### src/sv/assert_macros.svh
// Assertion macros shared by the allocator RTL.
// Included by the files that carry concurrent checks; no other dependencies.
`ifndef ASSERT_MACROS_SVH
`define ASSERT_MACROS_SVH
`ifndef SYNTHESIS
// same-cycle implication, disabled while reset is asserted
`define ASSERT_IMPLIES(label, clk, rst_n, ante, cons) \
    label: assert property (@(posedge clk) disable iff (!rst_n) (ante) |-> (cons)) \
        else $error("assertion failed");
// next-cycle implication, disabled while reset is asserted
`define ASSERT_NEXT(label, clk, rst_n, ante, cons) \
    label: assert property (@(posedge clk) disable iff (!rst_n) (ante) |=> (cons)) \
        else $error("assertion failed");
`else
`define ASSERT_IMPLIES(label, clk, rst_n, ante, cons)
`define ASSERT_NEXT(label, clk, rst_n, ante, cons)
`endif
`endif

### src/sv/fmba_pkg.sv
// Shared types and constants for the fit memory block allocator.
// No dependencies; used by fmba_cell and fit_memory_block_allocator.
`default_nettype none
package fmba_pkg;

    // table geometry
    localparam int NUM_BLOCKS = 16;
    localparam int SIZE_BITS  = 16;
    localparam int BIDX_BITS  = (NUM_BLOCKS > 1) ? $clog2(NUM_BLOCKS) : 1;

    // port field widths
    localparam int LOAD_IDX_W = 4;
    localparam int SIZE_W     = 16;
    localparam int CHOSEN_W   = 4;
    localparam int CFG_IDX_W  = 2;
    localparam int CFG_DATA_W = 5;

    // placement policy codes (code 3 falls back to first fit)
    localparam logic [1:0] FIT_FIRST = 2'd0;
    localparam logic [1:0] FIT_BEST  = 2'd1;
    localparam logic [1:0] FIT_WORST = 2'd2;

    // configuration register indexes
    localparam logic [CFG_IDX_W-1:0] CFG_FIT_MODE    = 2'd0;
    localparam logic [CFG_IDX_W-1:0] CFG_BLOCK_COUNT = 2'd1;

    // item actions
    localparam logic ACT_LOAD    = 1'b0;
    localparam logic ACT_REQUEST = 1'b1;

    // search token handed from cell to cell
    typedef struct packed {
        logic                 found;
        logic [BIDX_BITS-1:0] best_idx;
        logic [SIZE_BITS-1:0] best_val;
        logic [SIZE_BITS-1:0] req_size;
    } t_token;

    // write broadcast to the row of cells
    typedef struct packed {
        logic                 en;
        logic [BIDX_BITS-1:0] idx;
        logic [SIZE_BITS-1:0] data;
    } t_cell_wr;

endpackage
`default_nettype wire

### src/sv/fmba_cell.sv
// One cell of the allocator chain: holds one block's free size and
// updates the passing search token. Depends on fmba_pkg.
`default_nettype none
module fmba_cell (
    input  wire logic                          i_clk,
    input  wire logic [fmba_pkg::BIDX_BITS-1:0] i_cell_idx,
    input  wire logic                          i_active,
    input  wire logic [1:0]                    i_fit_mode,
    input  wire fmba_pkg::t_token              i_token,
    input  wire fmba_pkg::t_cell_wr            i_wr,
    output      fmba_pkg::t_token              o_token
);
    import fmba_pkg::*;

    logic [SIZE_BITS-1:0] r_free;
    t_token               r_token;
    t_token               n_token;
    logic                 w_fits;
    logic                 w_take;

    // compare this block against the token, keep the better candidate
    always_comb begin
        n_token = i_token;
        w_fits  = i_active && (r_free >= i_token.req_size);
        case (i_fit_mode)
            FIT_BEST:  w_take = w_fits && (!i_token.found || (r_free < i_token.best_val));
            FIT_WORST: w_take = w_fits && (!i_token.found || (r_free > i_token.best_val));
            default:   w_take = w_fits && !i_token.found;
        endcase
        if (w_take) begin
            n_token.found    = 1'b1;
            n_token.best_idx = i_cell_idx;
            n_token.best_val = r_free;
        end
    end

    // token stage and free-size storage
    always_ff @(posedge i_clk) begin
        r_token <= n_token;
        if (i_wr.en && (i_wr.idx == i_cell_idx)) begin
            r_free <= i_wr.data;
        end
    end

    assign o_token = r_token;

endmodule
`default_nettype wire

### src/sv/fit_memory_block_allocator.sv
// Fit memory block allocator top level: control, config registers, cell chain.
// Depends on fmba_pkg, fmba_cell and assert_macros.svh.
// Load items give no result; an accepted load writes the free-size table. A request
// moves from ST_IDLE through ST_SCAN (one scan step per cell) to ST_UPDATE, which
// writes the result register once the output is free; the next item is taken only
// back in ST_IDLE. The scan length is set by r_cnt counting one step per cell.
// Reset clears fit_mode, block_count, the controller and the result valid;
// the free-size table is not cleared and must be loaded before it is scanned.
`default_nettype none
`include "assert_macros.svh"
module fit_memory_block_allocator (
    input  wire logic                            i_clk,
    input  wire logic                            i_rst_n,
    // item input channel
    input  wire logic                            i_in_valid,
    output      logic                            o_in_stall,
    input  wire logic                            i_action,
    input  wire logic [fmba_pkg::LOAD_IDX_W-1:0] i_load_index,
    input  wire logic [fmba_pkg::SIZE_W-1:0]     i_size_value,
    input  wire logic                            i_last_in_batch,
    // result output channel
    output      logic                            o_out_valid,
    input  wire logic                            i_out_stall,
    output      logic                            o_allocated,
    output      logic [fmba_pkg::CHOSEN_W-1:0]   o_chosen_block,
    output      logic [fmba_pkg::SIZE_W-1:0]     o_remaining_size,
    output      logic                            o_end_of_batch,
    // configuration write channel
    input  wire logic                            i_cfg_valid,
    output      logic                            o_cfg_ready,
    input  wire logic [fmba_pkg::CFG_IDX_W-1:0]  i_cfg_index,
    input  wire logic [fmba_pkg::CFG_DATA_W-1:0] i_cfg_data
);
    import fmba_pkg::*;

    typedef enum logic [1:0] {
        ST_IDLE,
        ST_SCAN,
        ST_UPDATE
    } t_state;

    t_state                r_state;
    logic [BIDX_BITS-1:0]  r_cnt;
    logic [1:0]            r_fit_mode;
    logic [CFG_DATA_W-1:0] r_block_count;
    logic [SIZE_BITS-1:0]  r_req_size;
    logic                  r_last;
    logic                  r_out_valid;
    logic                  r_allocated;
    logic [CHOSEN_W-1:0]   r_chosen;
    logic [SIZE_W-1:0]     r_remaining;
    logic                  r_end_of_batch;

    t_token                w_chain [NUM_BLOCKS+1];
    logic [NUM_BLOCKS-1:0] w_active;
    t_token                w_last;
    t_cell_wr              w_wr;
    logic                  w_in_xfer;
    logic                  w_req_xfer;
    logic                  w_scan_last;
    logic                  w_grant;
    logic                  w_out_free;
    logic [SIZE_BITS-1:0]  w_remain;

    assign o_in_stall  = (r_state != ST_IDLE);
    assign o_cfg_ready = 1'b1;
    assign w_in_xfer   = i_in_valid && !o_in_stall;
    assign w_req_xfer  = w_in_xfer && (i_action == ACT_REQUEST);
    assign w_scan_last = (r_state == ST_SCAN) && (r_cnt == BIDX_BITS'(NUM_BLOCKS - 1));
    assign w_out_free  = !r_out_valid || !i_out_stall;

    // fresh token entering the first cell
    assign w_chain[0] = '{found: 1'b0, best_idx: '0, best_val: '0, req_size: r_req_size};

    // row of cells; a block takes part when its index is below block_count
    for (genvar k = 0; k < NUM_BLOCKS; k++) begin : g_cell
        assign w_active[k] = (32'(k) < 32'(r_block_count));
        fmba_cell u_cell (
            .i_clk      (i_clk),
            .i_cell_idx (BIDX_BITS'(k)),
            .i_active   (w_active[k]),
            .i_fit_mode (r_fit_mode),
            .i_token    (w_chain[k]),
            .i_wr       (w_wr),
            .o_token    (w_chain[k+1])
        );
    end

    assign w_last   = w_chain[NUM_BLOCKS];
    assign w_remain = w_last.best_val - w_last.req_size;
    assign w_grant  = (r_state == ST_UPDATE) && w_last.found;

    // table write: a load in idle, or the subtraction at the end of a scan
    always_comb begin
        w_wr = '0;
        if (w_in_xfer && (i_action == ACT_LOAD) && (32'(i_load_index) < NUM_BLOCKS)) begin
            w_wr.en   = 1'b1;
            w_wr.idx  = BIDX_BITS'(i_load_index);
            w_wr.data = SIZE_BITS'(i_size_value);
        end else if (w_grant && w_out_free) begin
            w_wr.en   = 1'b1;
            w_wr.idx  = w_last.best_idx;
            w_wr.data = w_remain;
        end
    end

    // controller, configuration registers and result register
    always_ff @(posedge i_clk) begin
        if (!i_rst_n) begin
            r_state       <= ST_IDLE;
            r_cnt         <= '0;
            r_fit_mode    <= FIT_FIRST;
            r_block_count <= '0;
            r_out_valid   <= 1'b0;
        end else begin
            if (i_cfg_valid) begin
                unique case (i_cfg_index)
                    CFG_FIT_MODE:    r_fit_mode    <= i_cfg_data[1:0];
                    CFG_BLOCK_COUNT: r_block_count <= i_cfg_data;
                    default: ;
                endcase
            end
            // a result leaving while a new one is loaded is handled in ST_UPDATE
            if (r_out_valid && !i_out_stall && (r_state != ST_UPDATE)) begin
                r_out_valid <= 1'b0;
            end
            unique case (r_state)
                ST_IDLE: begin
                    if (w_req_xfer) begin
                        r_req_size <= SIZE_BITS'(i_size_value);
                        r_last     <= i_last_in_batch;
                        r_cnt      <= '0;
                        r_state    <= ST_SCAN;
                    end
                end
                ST_SCAN: begin
                    r_cnt <= r_cnt + 1'b1;
                    if (w_scan_last) begin
                        r_state <= ST_UPDATE;
                    end
                end
                ST_UPDATE: begin
                    if (w_out_free) begin
                        r_out_valid    <= 1'b1;
                        r_allocated    <= w_last.found;
                        r_chosen       <= w_last.found ? CHOSEN_W'(w_last.best_idx) : '0;
                        r_remaining    <= w_last.found ? SIZE_W'(w_remain) : '0;
                        r_end_of_batch <= r_last;
                        r_state        <= ST_IDLE;
                    end
                end
                default: r_state <= ST_IDLE;
            endcase
        end
    end

    assign o_out_valid      = r_out_valid;
    assign o_allocated      = r_allocated;
    assign o_chosen_block   = r_chosen;
    assign o_remaining_size = r_remaining;
    assign o_end_of_batch   = r_end_of_batch;

    // checks
    `ASSERT_NEXT(a_req_starts_scan, i_clk, i_rst_n, w_req_xfer, r_state == ST_SCAN)
    `ASSERT_NEXT(a_scan_ends, i_clk, i_rst_n, w_scan_last, r_state == ST_UPDATE)
    `ASSERT_IMPLIES(a_pick_fits, i_clk, i_rst_n, w_grant, w_last.best_val >= w_last.req_size)
    `ASSERT_IMPLIES(a_miss_zero, i_clk, i_rst_n, r_out_valid && !r_allocated,
        (r_chosen == '0) && (r_remaining == '0))
    `ASSERT_IMPLIES(a_no_table_write_scan, i_clk, i_rst_n, r_state == ST_SCAN, !w_wr.en)

endmodule
`default_nettype wire

### config.mk
export PLATFORM = sky130hd
export DESIGN_NAME = fit_memory_block_allocator
export DESIGN_NICKNAME = d
export VERILOG_FILES = /design/src/sv/fmba_pkg.sv /design/src/sv/fmba_cell.sv /design/src/sv/fit_memory_block_allocator.sv
export VERILOG_INCLUDE_DIRS = /design/src /design/src/sv
export SDC_FILE = /design/constraint.sdc
export NUM_CORES = 1
export LEC_CHECK = 0
export BUFFER_PORTS_ARGS = -buffer_cell sky130_fd_sc_hd__buf_2
export CORE_MARGIN = 10
export CORE_UTILIZATION = 39
export CTS_CLUSTER_DIAMETER = 50
export DETAILED_ROUTE_END_ITERATION = 10
export HOLD_SLACK_MARGIN = 0.15
export PLACE_DENSITY_LB_ADDON = 0.2
export SKIP_LAST_GASP = 1
export SYNTH_ARGS = -nofsm -noshare
export SYNTH_HDL_FRONTEND = slang
export SYNTH_SLANG_ARGS = --single-unit
### constraint.sdc
create_clock -name i_clk -period 2.4 [get_ports i_clk]
set_input_delay 0 -clock i_clk [delete_from_list [all_inputs] [get_ports i_clk]]
set_output_delay 0 -clock i_clk [all_outputs]
set_load 0.03 [all_outputs]
Word-level counts from Yosys, hierarchy flattened
Index checks and enable logic that the tools add are counted.
{ "totals": {"register_bits": 901, "inputBits": 34, "word_cells": 368} }
{ "classes": {"addsub": 2, "magnitude_cmp": 62, "n_eq_ne": 25, "muxes": 42, "n_bitwise": 1, "reduce_logical": 145} }
{ "op_table": {"columns": ["cell", "count"], "rows": [
  ["$ge A16 B16 Y1", 16],
  ["$gt A16 B16 Y1", 15],
  ["$lt A16 B16 Y1", 15],
  ["$mux W16", 15],
  ["$logic_and A1 B1 Y1", 85],
  ["$mux W21", 3],
  ["$lt A4 B5 Y1 const A", 8],
  ["$eq A4 B4 Y1 const B", 9],
  ["$logic_or A1 B1 Y1", 31],
  ["$pmux W1 S2", 15],
  ["$lt A3 B5 Y1 const A", 4],
  ["$logic_not A1 Y1", 18],
  ["$eq A4 B3 Y1 const B", 4],
  ["$sub A16 B16 Y16", 1],
  ["$lt A1 B5 Y1 const A", 2],
  ["$lt A2 B5 Y1 const A", 2],
  ["$reduce_and A3 Y1", 3],
  ["$eq A4 B2 Y1 const B", 2],
  ["$ne A2 B2 Y1 const B", 4],
  ["$pmux W4 S2", 1],
  ["$eq A2 B1 Y1 const B", 3],
  ["$mux W2", 3],
  ["$pmux W2 S3", 1],
  ["$reduce_and A2 Y1", 3],
  ["other kinds (9)", 14]
]} }

Logic depth before layout (Yosys ltp)
Gate-level depths: netlist of run 1.
{ "logic_depth": {"depth_word": 7, "ltp_mapped": 10} }

By module
Synthesis of run 1 repeated with hierarchy kept, for this count alone.
{ "unflattened": {"hier_cells": 3551, "area_unflattened_um2": 42218.0} }
{ "modules_own_cells": {"columns": ["module", "instances", "cells_per_inst", "area_each_um2", "seq_area_each_um2"], "rows": [
  ["fmba_cell", 16, 202, 2441.1, 1221.2],
  ["fit_memory_block_allocator", 1, 319, 3160.5, 1451.4]
]} }

Worst setup path before layout of run 1
OpenSTA, ideal clock, no wires.
{ "synth_path": {"path_kind": "flip-flop to flip-flop", "startpoint": "register r_state[1]", "endpoint": "register g_cell[3].u_cell.r_free[0] (enable)", "setup_ns": 0.388, "arrival_time_ns": 2.366, "required_time_ns": 2.012, "slack_ns": -0.355, "stages_incl_launch_ff": 7, "synth_period_minus_slack_ns": 2.755, "path_cell_list": "dfxtp_1 or2_2 nor3b_1 clkbuf_1 buf_2 o211ai_1 nor2_1"} }
{ "synth_between": {"elab_chain_len": 7, "word_cells_on_any_way": 11, "cone_classes": "eq/ne (2); mux (2); reduce/logical (7)"} }
{ "synth_lines": {"columns": ["item", "line", "source"], "rows": [
  ["from (decl)", "fit_memory_block_allocator.sv:42", "t_state r_state;"],
  ["from (signal assigned)", "fit_memory_block_allocator.sv:110", "r_state <= ST_IDLE;"],
  ["from (signal assigned)", "fit_memory_block_allocator.sv:133", "r_state <= ST_SCAN;"],
  ["from (signal assigned)", "fit_memory_block_allocator.sv:139", "r_state <= ST_UPDATE;"],
  ["$reduce_bool A2 Y1 (*)", "fit_memory_block_allocator.sv:65", "assign o_in_stall = (r_state != ST_IDLE);"],
  ["via o_in_stall", "fit_memory_block_allocator.sv:16", "output logic o_in_stall,"],
  ["$logic_not A1 Y1 (*)", "fit_memory_block_allocator.sv:67", "assign w_in_xfer = i_in_valid && !o_in_stall;"],
  ["$logic_and A1 B1 Y1 (*)", "fit_memory_block_allocator.sv:67", null],
  ["$logic_and A1 B1 Y1 (*)", "fit_memory_block_allocator.sv:96", "if (w_in_xfer && (i_action == ACT_LOAD) && (32'(i_load_index) < NUM_BLOCKS)) begin"],
  ["$mux W21 (*)", "fit_memory_block_allocator.sv:96", null],
  ["$eq A4 B2 Y1", "fmba_cell.sv:40", "if (i_wr.en && (i_wr.idx == i_cell_idx)) begin"],
  ["$logic_and A1 B1 Y1 (*)", "fmba_cell.sv:40", null],
  ["to (signal assigned)", "fmba_cell.sv:41", "r_free <= i_wr.data;"],
  ["to (decl)", "fmba_cell.sv:15", "logic [SIZE_BITS-1:0] r_free;"]
]} }
Mark *: on every way through the listed nets, which the timed path passes. The rest lies on a longest branch.
A chain may end at the register's enable or synchronous reset.

==> qor.yml, run 1 <==
status:
  outcome: "finished, violations left"
  violations: "setup timing"
synth:
  synth_cell_type_count: 77
  synth_warnings: 0
  synth_top_flop_cell: "dfxtp_1"
  synth-seq-area-share_pct: 53.6
  synth_area_um2: 38600
  synth_nets: 3829
  synth_seq_cells: 886
  synth_cells: 3281
  syn_area_per_cell_um2: 11.8
  synth-edff-count: 295
  synthArstFlopShare_pct: 0
setup_path:
  worst_path_most_repeated_cell: "o211ai_1"
  r2r-start: "g_cell[15].u_cell.r_free[1]$_DFFE_PP_"
  path_delay_family: "compound AO/OA/AOI/OAI gates"
  rrSetupSlack_ns: -0.42
  required_ns: 2.97
  path_cells: "ha_4, nor2b_1, o211ai_1, a2111oi_2, or4_4, mux2i_2, o211ai_1, buf_4, buf_12, mux2_4"
  crit_path_end_kind: "flip-flop"
  rr_endpoint: "g_cell[15].u_cell.o_token[16]$_DFF_P_"
  cp-start-kind: "flip-flop"
  cp_num_buf_inv: 2
  cp.depth: 10
  critPathMaxStageDelay_ns: 0.46
  r2r_cells: 10
  crit_arrival_ns: 3.38
  slowest_stage: "or4_4"
  path_max_fanout: 8
  worstSetupPathType: "reg2reg"
sta:
  slew_violations: 0
  clock.fmax_mhz: 355
  min_period_ns: 2.82
  hold_violations: 0
  skew_ns: 0.0251
  relSlewSlack_pct: 40.7
  fin_crit_sh_pct: 117
  finalSetupViolCount: 345
  rsz0062_at_grt: "yes"
  max_slew.worst_pin.slew_ns: 0.886
  setup_ws_ns: -0.419
cells_and_area:
  nets: 4589
  mostFrequentLayoutCells: "568 x dfxtp_1, 520 x inv_1, 453 x ha_1, 436 x buf_4, 295 x edfxtp_1"
  area_delta_synth_final_pct: 36.9
  finish.utilization_pct: 53.7
  final_common_cell: "dfxtp_1"
  drive_gt1_share_pct: 32.7
placed_design:
  dpl.hpwl_mm: 75.9
  place_ws_ns: -0.709
  portBuffers: 57
  place.gp.congestion: 0.823
power:
  p_int_mw: 29.6
  p_seq_share_pct: 43.3
  p_clk_share_pct: 44.5
  power.switching_mw: 9.52
  p_comb_share_pct: 12.2
  p_per_area_nw_per_um2: 741
  swShare_pct: 24.3
  ir_drop_uv: 623
  leakage_nw: 23.6
floorplanning:
  die_w_um: 335
  pin_count: 59
  initial_core_util_pct: 39.3
  rows: 115
  coreArea_um2: 98300
  die_height_um: 335
  die_area_um2: 112000
detailed_routing:
  routedWlPerCell_um: 20.2
  totalWireLength_mm: 109
  antenna_left: 0
  route.detailed.drc: 0
  drt_iter0_markers: 1321
  via_per_inst: 4.88
  first_pass_iters: 5
  num_vias: 26500
grt:
  grt_pass1_vias: 27000
  grt.total_usage_pct: 18.9
  grt_pass1_wl_mm: 161
  antenna_found_initial: 13
  grt_overflow: 0
  grt_max_degree: 25
min_path:
  min_delay_worst_endpoint: "r_cnt[3]$_SDFFE_PN0P_"
  whs_path_depth: 4
  hold_class: "in2reg"
  worstHoldStart: "i_rst_n"
clock_network:
  clk_path_buf_depth: 3
  clk_pin_slew_ns: 0.06
  cts.sinks: 886
  cts_inserted_buffers: 107
  root_buffer: "clkbuf_16"
  tritoncts: "done"
  clk_latency_ns: 0.68
  h-tree-depth: 3
job:
  drv_cap: 0
-- how the worst max path moves through the flow --
stage                                                       end                                   start  slack, ns
after floorplan            g_cell[7].u_cell.o_token[24]$_DFF_P_    g_cell[7].u_cell.r_free[9]$_DFFE_PP_      -0.19
after global placement    g_cell[14].u_cell.o_token[31]$_DFF_P_   g_cell[13].u_cell.o_token[29]$_DFF_P_      -0.71
after detailed placement  g_cell[14].u_cell.o_token[25]$_DFF_P_   g_cell[13].u_cell.o_token[29]$_DFF_P_      -0.71
after CTS                 g_cell[15].u_cell.o_token[28]$_DFF_P_   g_cell[15].u_cell.r_free[1]$_DFFE_PP_      -0.34
after global routing      g_cell[15].u_cell.o_token[16]$_DFF_P_  g_cell[15].u_cell.r_free[15]$_DFFE_PP_      -0.52
final                     g_cell[15].u_cell.o_token[16]$_DFF_P_   g_cell[15].u_cell.r_free[1]$_DFFE_PP_      -0.42
-- cell usage after synthesis (11+ instances only) --
master | n | share of area, %
o211ai_1 | 48 | 0.93
a31oi_1 | 13 | 0.21
nand2_1 | 127 | 1.2
inv_1 | 528 | 5.1
or2_2 | 15 | 0.24
mux2i_1 | 16 | 0.42
nand4_1 | 78 | 1.3
mux2_2 | 201 | 5.9
nor2_1 | 78 | 0.76
mux2_1 | 23 | 0.67
nand2b_1 | 44 | 0.71
a211oi_1 | 49 | 0.95
buf_2 | 16 | 0.21
a21o_1 | 55 | 1.1
a21oi_1 | 181 | 2.3
edfxtp_1 | 295 | 23
nor2b_1 | 40 | 0.65
o21ai_0 | 81 | 1.1
and2_1 | 29 | 0.47
mux2_4 | 17 | 0.66
nor3_1 | 11 | 0.14
clkbuf_1 | 18 | 0.18
nand3_1 | 50 | 0.65
a22o_1 | 12 | 0.27
ha_1 | 513 | 17
dfxtp_1 | 591 | 31
o21a_1 | 22 | 0.43
-- stage by stage --
| stage | cells | instance area (um2) | total power [mW] | setup TNS (ns) | hold WS, ns |
|---|---|---|---|---|---|
| 4_1_cts | 5394 | 51500 | 39.1 | -48.17 | 0.247 |
| 3_3_place_gp | 5048 | 44600 | 20.9 | -71.45 | 0.177 |
| 5_1_grt | 5423 | 52800 | 40.6 | -88.43 | 0.300 |
| 6_report | 5426 | 52800 | 39.2 | -52.67 | 0.291 |
| 3_5_place_dp | 5048 | 44600 | 20.9 | -81.42 | 0.178 |
| 2_1_floorplan | 3281 | 38800 | 19.2 | -5.48 | 0.0989 |
-- worst register-to-register path, stage by stage (launching register included) --
cell	delay (ns)
edfxtp_1	0.43
ha_4	0.24
nor2b_1	0.12
o211ai_1	0.30
a2111oi_2	0.13
or4_4	0.46
mux2i_2	0.18
o211ai_1	0.20
buf_4	0.18
buf_12	0.15
mux2_4	0.31
-- registers in the layout, indices dropped and copies added (netlist names), 4 cells and up --
signal / count
g_cell.u_cell.o_token: 577
g_cell.u_cell.r_free: 256
o_chosen_block: 4
o_remaining_size: 16
r_block_count: 5
r_cnt: 4
r_req_size: 16
-- kinds of logic (layout without fill, tap and decap cells) --
| family | after synthesis | in the layout | share of synthesized area, % |
|---|---|---|---|
| AO/OA/AOI/OAI | 534 | 534 | 9.15 |
| adder cells (fa/ha/maj) | 514 | 514 | 16.7 |
| flip-flops | 886 | 886 | 53.6 |
| AND/OR/NAND/NOR | 501 | 501 | 6.73 |
| buffers and inverters | 573 | 1427 | 5.83 |
| multiplexers | 257 | 257 | 7.62 |
| XOR/XNOR | 15 | 15 | 0.341 |
| other | 1 | 5 | 0.00972 |
-- cell type report --
class / count / area (um2)
fillers: 8309 / 45500
flip-flops and latches: 886 / 20700
multi-input cells: 1822 / 18200
repair buffers: 696 / 6410
clock buffers: 136 / 3040
inverters: 528 / 1980
well taps: 1287 / 1610
clock inverters: 67 / 857
diodes: 4 / 10.0
-- routing by layer --
layer  vias up  routed length, um  global-route usage (%)
met4         6               3320                    6.09
met1     12700              48400                    24.1
li1      13100                  -                       -
met2       512              52700                    32.4
met5         -                 38                       0
met3       199               4980                    3.08
-- timing repair --
item,4_1_cts,5_1_grt
pin swaps,95,130
setup buffers,62,42
hold buffers,67,0
setup endpoints to repair,402,492
resized for setup,363,222
endpoints found under the hold margin,520,0
gates cloned,21,8
-- power by group through the flow --
| stage | registers (mW) | clock network, mW | logic (mW) |
|---|---|---|---|
| 2_1_floorplan | 16.9 | 0 | 2.29 |
| 3_3_place_gp | 17.2 | 0 | 3.64 |
| 3_5_place_dp | 17.2 | 0 | 3.69 |
| 4_1_cts | 16.9 | 17.8 | 4.35 |
| 5_1_grt | 17.0 | 18.3 | 5.21 |
| 6_report | 17.0 | 17.4 | 4.76 |
Power figures use the tool's default switching activity.
==> run 2, diff against run 1 <==
Settings changed: PLACE_DENSITY_LB_ADDON 0.2 to default.
==> run 2 against run 1 <==
Against the previous run:
- the flow still finishes with violations (setup timing)
- routed wire length decreased by 2.8%
- global-route usage decreased by 0.57 points
- highest routed layer unchanged
- cell area decreased by 1.6%
- via count decreased by 0.62%
- critical path depth unchanged
- non-clock buffer count decreased by 40
- flip-flop and latch count unchanged
- die area unchanged
- utilization decreased by 0.86 points
- combinational power decreased by 2%
==> qor.yml, run 2 (same netlist as run 1, synthesis figures left out) <==
sta:
  hold_violations: 0  # unchanged
  relSlewSlack_pct: 46.2  # +5.5 points
  clock.fmax_mhz: 362  # +2.1%
  rsz0062_at_grt: "yes"
  setup_ws_ns: -0.360  # +0.0584 ns
  max_slew.worst_pin.slew_ns: 0.804  # -0.0820 ns
  fin_crit_sh_pct: 115  # -2.4 points
  tns_ns: -61.32  # -8.65 ns
  slew_violations: 0  # unchanged
  min_period_ns: 2.76  # -0.0584 ns
  skew_ns: 0.0315  # +0.00634 ns
  finalSetupViolCount: 386  # +12%
setup_path:
  worstSetupPathType: "reg2reg"
  critPathMaxStageDelay_ns: 0.45  # about the same
  slowest_stage: "a2111o_1"
  worst_path_most_repeated_cell: "o211ai_1"
  required_ns: 2.97  # about the same
  path_cells: "ha_4, nor2b_4, o211ai_1, a2111o_1, o211ai_1, mux2i_1, o211ai_4, buf_12, buf_16, mux2_4"
  cp_num_buf_inv: 2  # unchanged
  crit_arrival_ns: 3.33  # -0.05 ns
  path_max_fanout: 5  # -3
  cp-start-kind: "flip-flop"
  path_delay_family: "compound AO/OA/AOI/OAI gates"
  crit_path_end_kind: "flip-flop"
floorplanning:
  die_w_um: 335  # unchanged
  pin_count: 59  # unchanged
  die_height_um: 335  # unchanged
  rows: 115  # unchanged
  die_area_um2: 112000  # unchanged
  initial_core_util_pct: 39.3  # unchanged
  coreArea_um2: 98300  # unchanged
placed_design:
  placed_cell_area_um2: 44200  # -0.74%
  dpl.hpwl_mm: 73.5  # -3.2%
  portBuffers: 57  # unchanged
  place_ws_ns: -0.560  # +0.148 ns
  place.gp.congestion: 0.827  # +0.49%
  dp.cells: 5016  # -0.63%
clock_network:
  clk_latency_ns: 0.68  # about the same
  h-tree-depth: 3  # unchanged
  cts_inserted_buffers: 105  # -1.9%
  cts.sinks: 886  # unchanged
  clk_path_buf_depth: 3  # unchanged
  root_buffer: "clkbuf_16"
  clk_pin_slew_ns: 0.06  # about the same
  tritoncts: "done"
detailed_routing:
  drt_iter0_markers: 1429  # +8.2%
  via_per_inst: 4.89  # +0.22%
  route.detailed.drc: 0  # unchanged
  antenna_left: 0  # unchanged
  totalWireLength_mm: 106  # -2.8%
  num_vias: 26300  # -0.62%
  routedWlPerCell_um: 19.8  # -2.0%
  first_pass_iters: 7  # +2
status:
  violations: "setup timing"
  outcome: "finished, violations left"
cells_and_area:
  nets: 4547  # -0.92%
  largest_reg_flops: 577  # unchanged
  area_delta_synth_final_pct: 34.7
  final_area_um2: 52000  # -1.6%
  final_common_cell: "dfxtp_1"
  mostFrequentLayoutCells: "571 x dfxtp_1, 519 x inv_1, 463 x ha_1, 411 x buf_4, 295 x edfxtp_1"
  drive_gt1_share_pct: 32.0  # -0.78 points
  stdcell_count: 5381  # -0.83%
  n_fill_cell: 8156  # -1.8%
  finish.utilization_pct: 52.9  # -0.86 points
  multi_input_area_um2: 18000  # -1.0%
  seq_area_um2: 20700  # about the same
power:
  leakage_nw: 23.2  # -1.8%
  ir_drop_uv: 669  # +7.5%
  p_per_area_nw_per_um2: 732  # -1.2%
grt:
  grt_pass1_vias: 27200  # +0.70%
  grt_pass1_wl_mm: 158  # -2.1%
  grt_max_degree: 31  # +24%
  grt.total_usage_pct: 18.4  # -0.57 points
  grt_overflow: 0  # unchanged
  antenna_found_initial: 3  # -10
min_path:
  hold_class: "in2reg"
job:
  drv_cap: 0  # unchanged
==> run 2: per-stage QoR <==
step           hold slack, ns  power [mW]
2_1_floorplan          0.0989        19.2
3_3_place_gp            0.179        20.8
3_5_place_dp            0.182        20.9
4_1_cts                 0.237        37.9
5_1_grt                 0.330        39.5
6_report                0.296        38.1
==> run 2: timing repair <==
item                       4_1_cts  5_1_grt
gates cloned                    20        6
pin swaps                      101      112
setup endpoints to repair      421      685
hold endpoints to repair       445        0
buffers inserted                59       29
hold buffers                    65        0
resized for setup              331      219
==> run 2: power by group <==
group          internal (mW)  switching, mW
combinational           2.42           2.23
clock                   9.90           6.57
sequential              16.3          0.584
total                   28.7           9.38
==> run 2: path summary, 6_finish.rpt <==
check,slack (ns),cells past startpoint,start,end
setup reg to reg,-0.36,10,g_cell[2].u_cell.r_free[1]$_DFFE_PP_,g_cell[2].u_cell.o_token[25]$_DFF_P_
setup / recovery,-0.36,10,g_cell[2].u_cell.r_free[1]$_DFFE_PP_,g_cell[2].u_cell.o_token[25]$_DFF_P_
hold reg to reg,0.34,0,g_cell[11].u_cell.o_token[9]$_DFF_P_,g_cell[12].u_cell.o_token[9]$_DFF_P_
hold / removal,0.30,5,i_cfg_index[0],r_fit_mode[1]$_SDFFE_PN0P_
==> run 2: final cells by class <==
cell class,count,share of cell area (%)
Clock buffer,130,5.53
Sequential cell,886,39.9
Multi-Input combinational cell,1822,34.6
Timing Repair Buffer,656,11.5
Tap cell,1287,3.10
Antenna cell,2,0.00963
Clock inverter,70,1.58
Inverter,528,3.81
==> run 2: worst reg2reg max path, cell delays in order, from the launching register on <==
cell	delay, ns
edfxtp_1	0.43
ha_4	0.30
nor2b_4	0.12
o211ai_1	0.16
a2111o_1	0.45
o211ai_1	0.12
mux2i_1	0.33
o211ai_4	0.14
buf_12	0.16
buf_16	0.14
mux2_4	0.29
==> run 2: layer usage <==
metal,track usage [%],share of wire [%],vias to the layer above
met2,31.1,48,540
li1,-,-,13000
met5,0,0.010,-
met1,22.9,43,12600
met4,6.97,3.5,2
met3,3.64,5.1,187
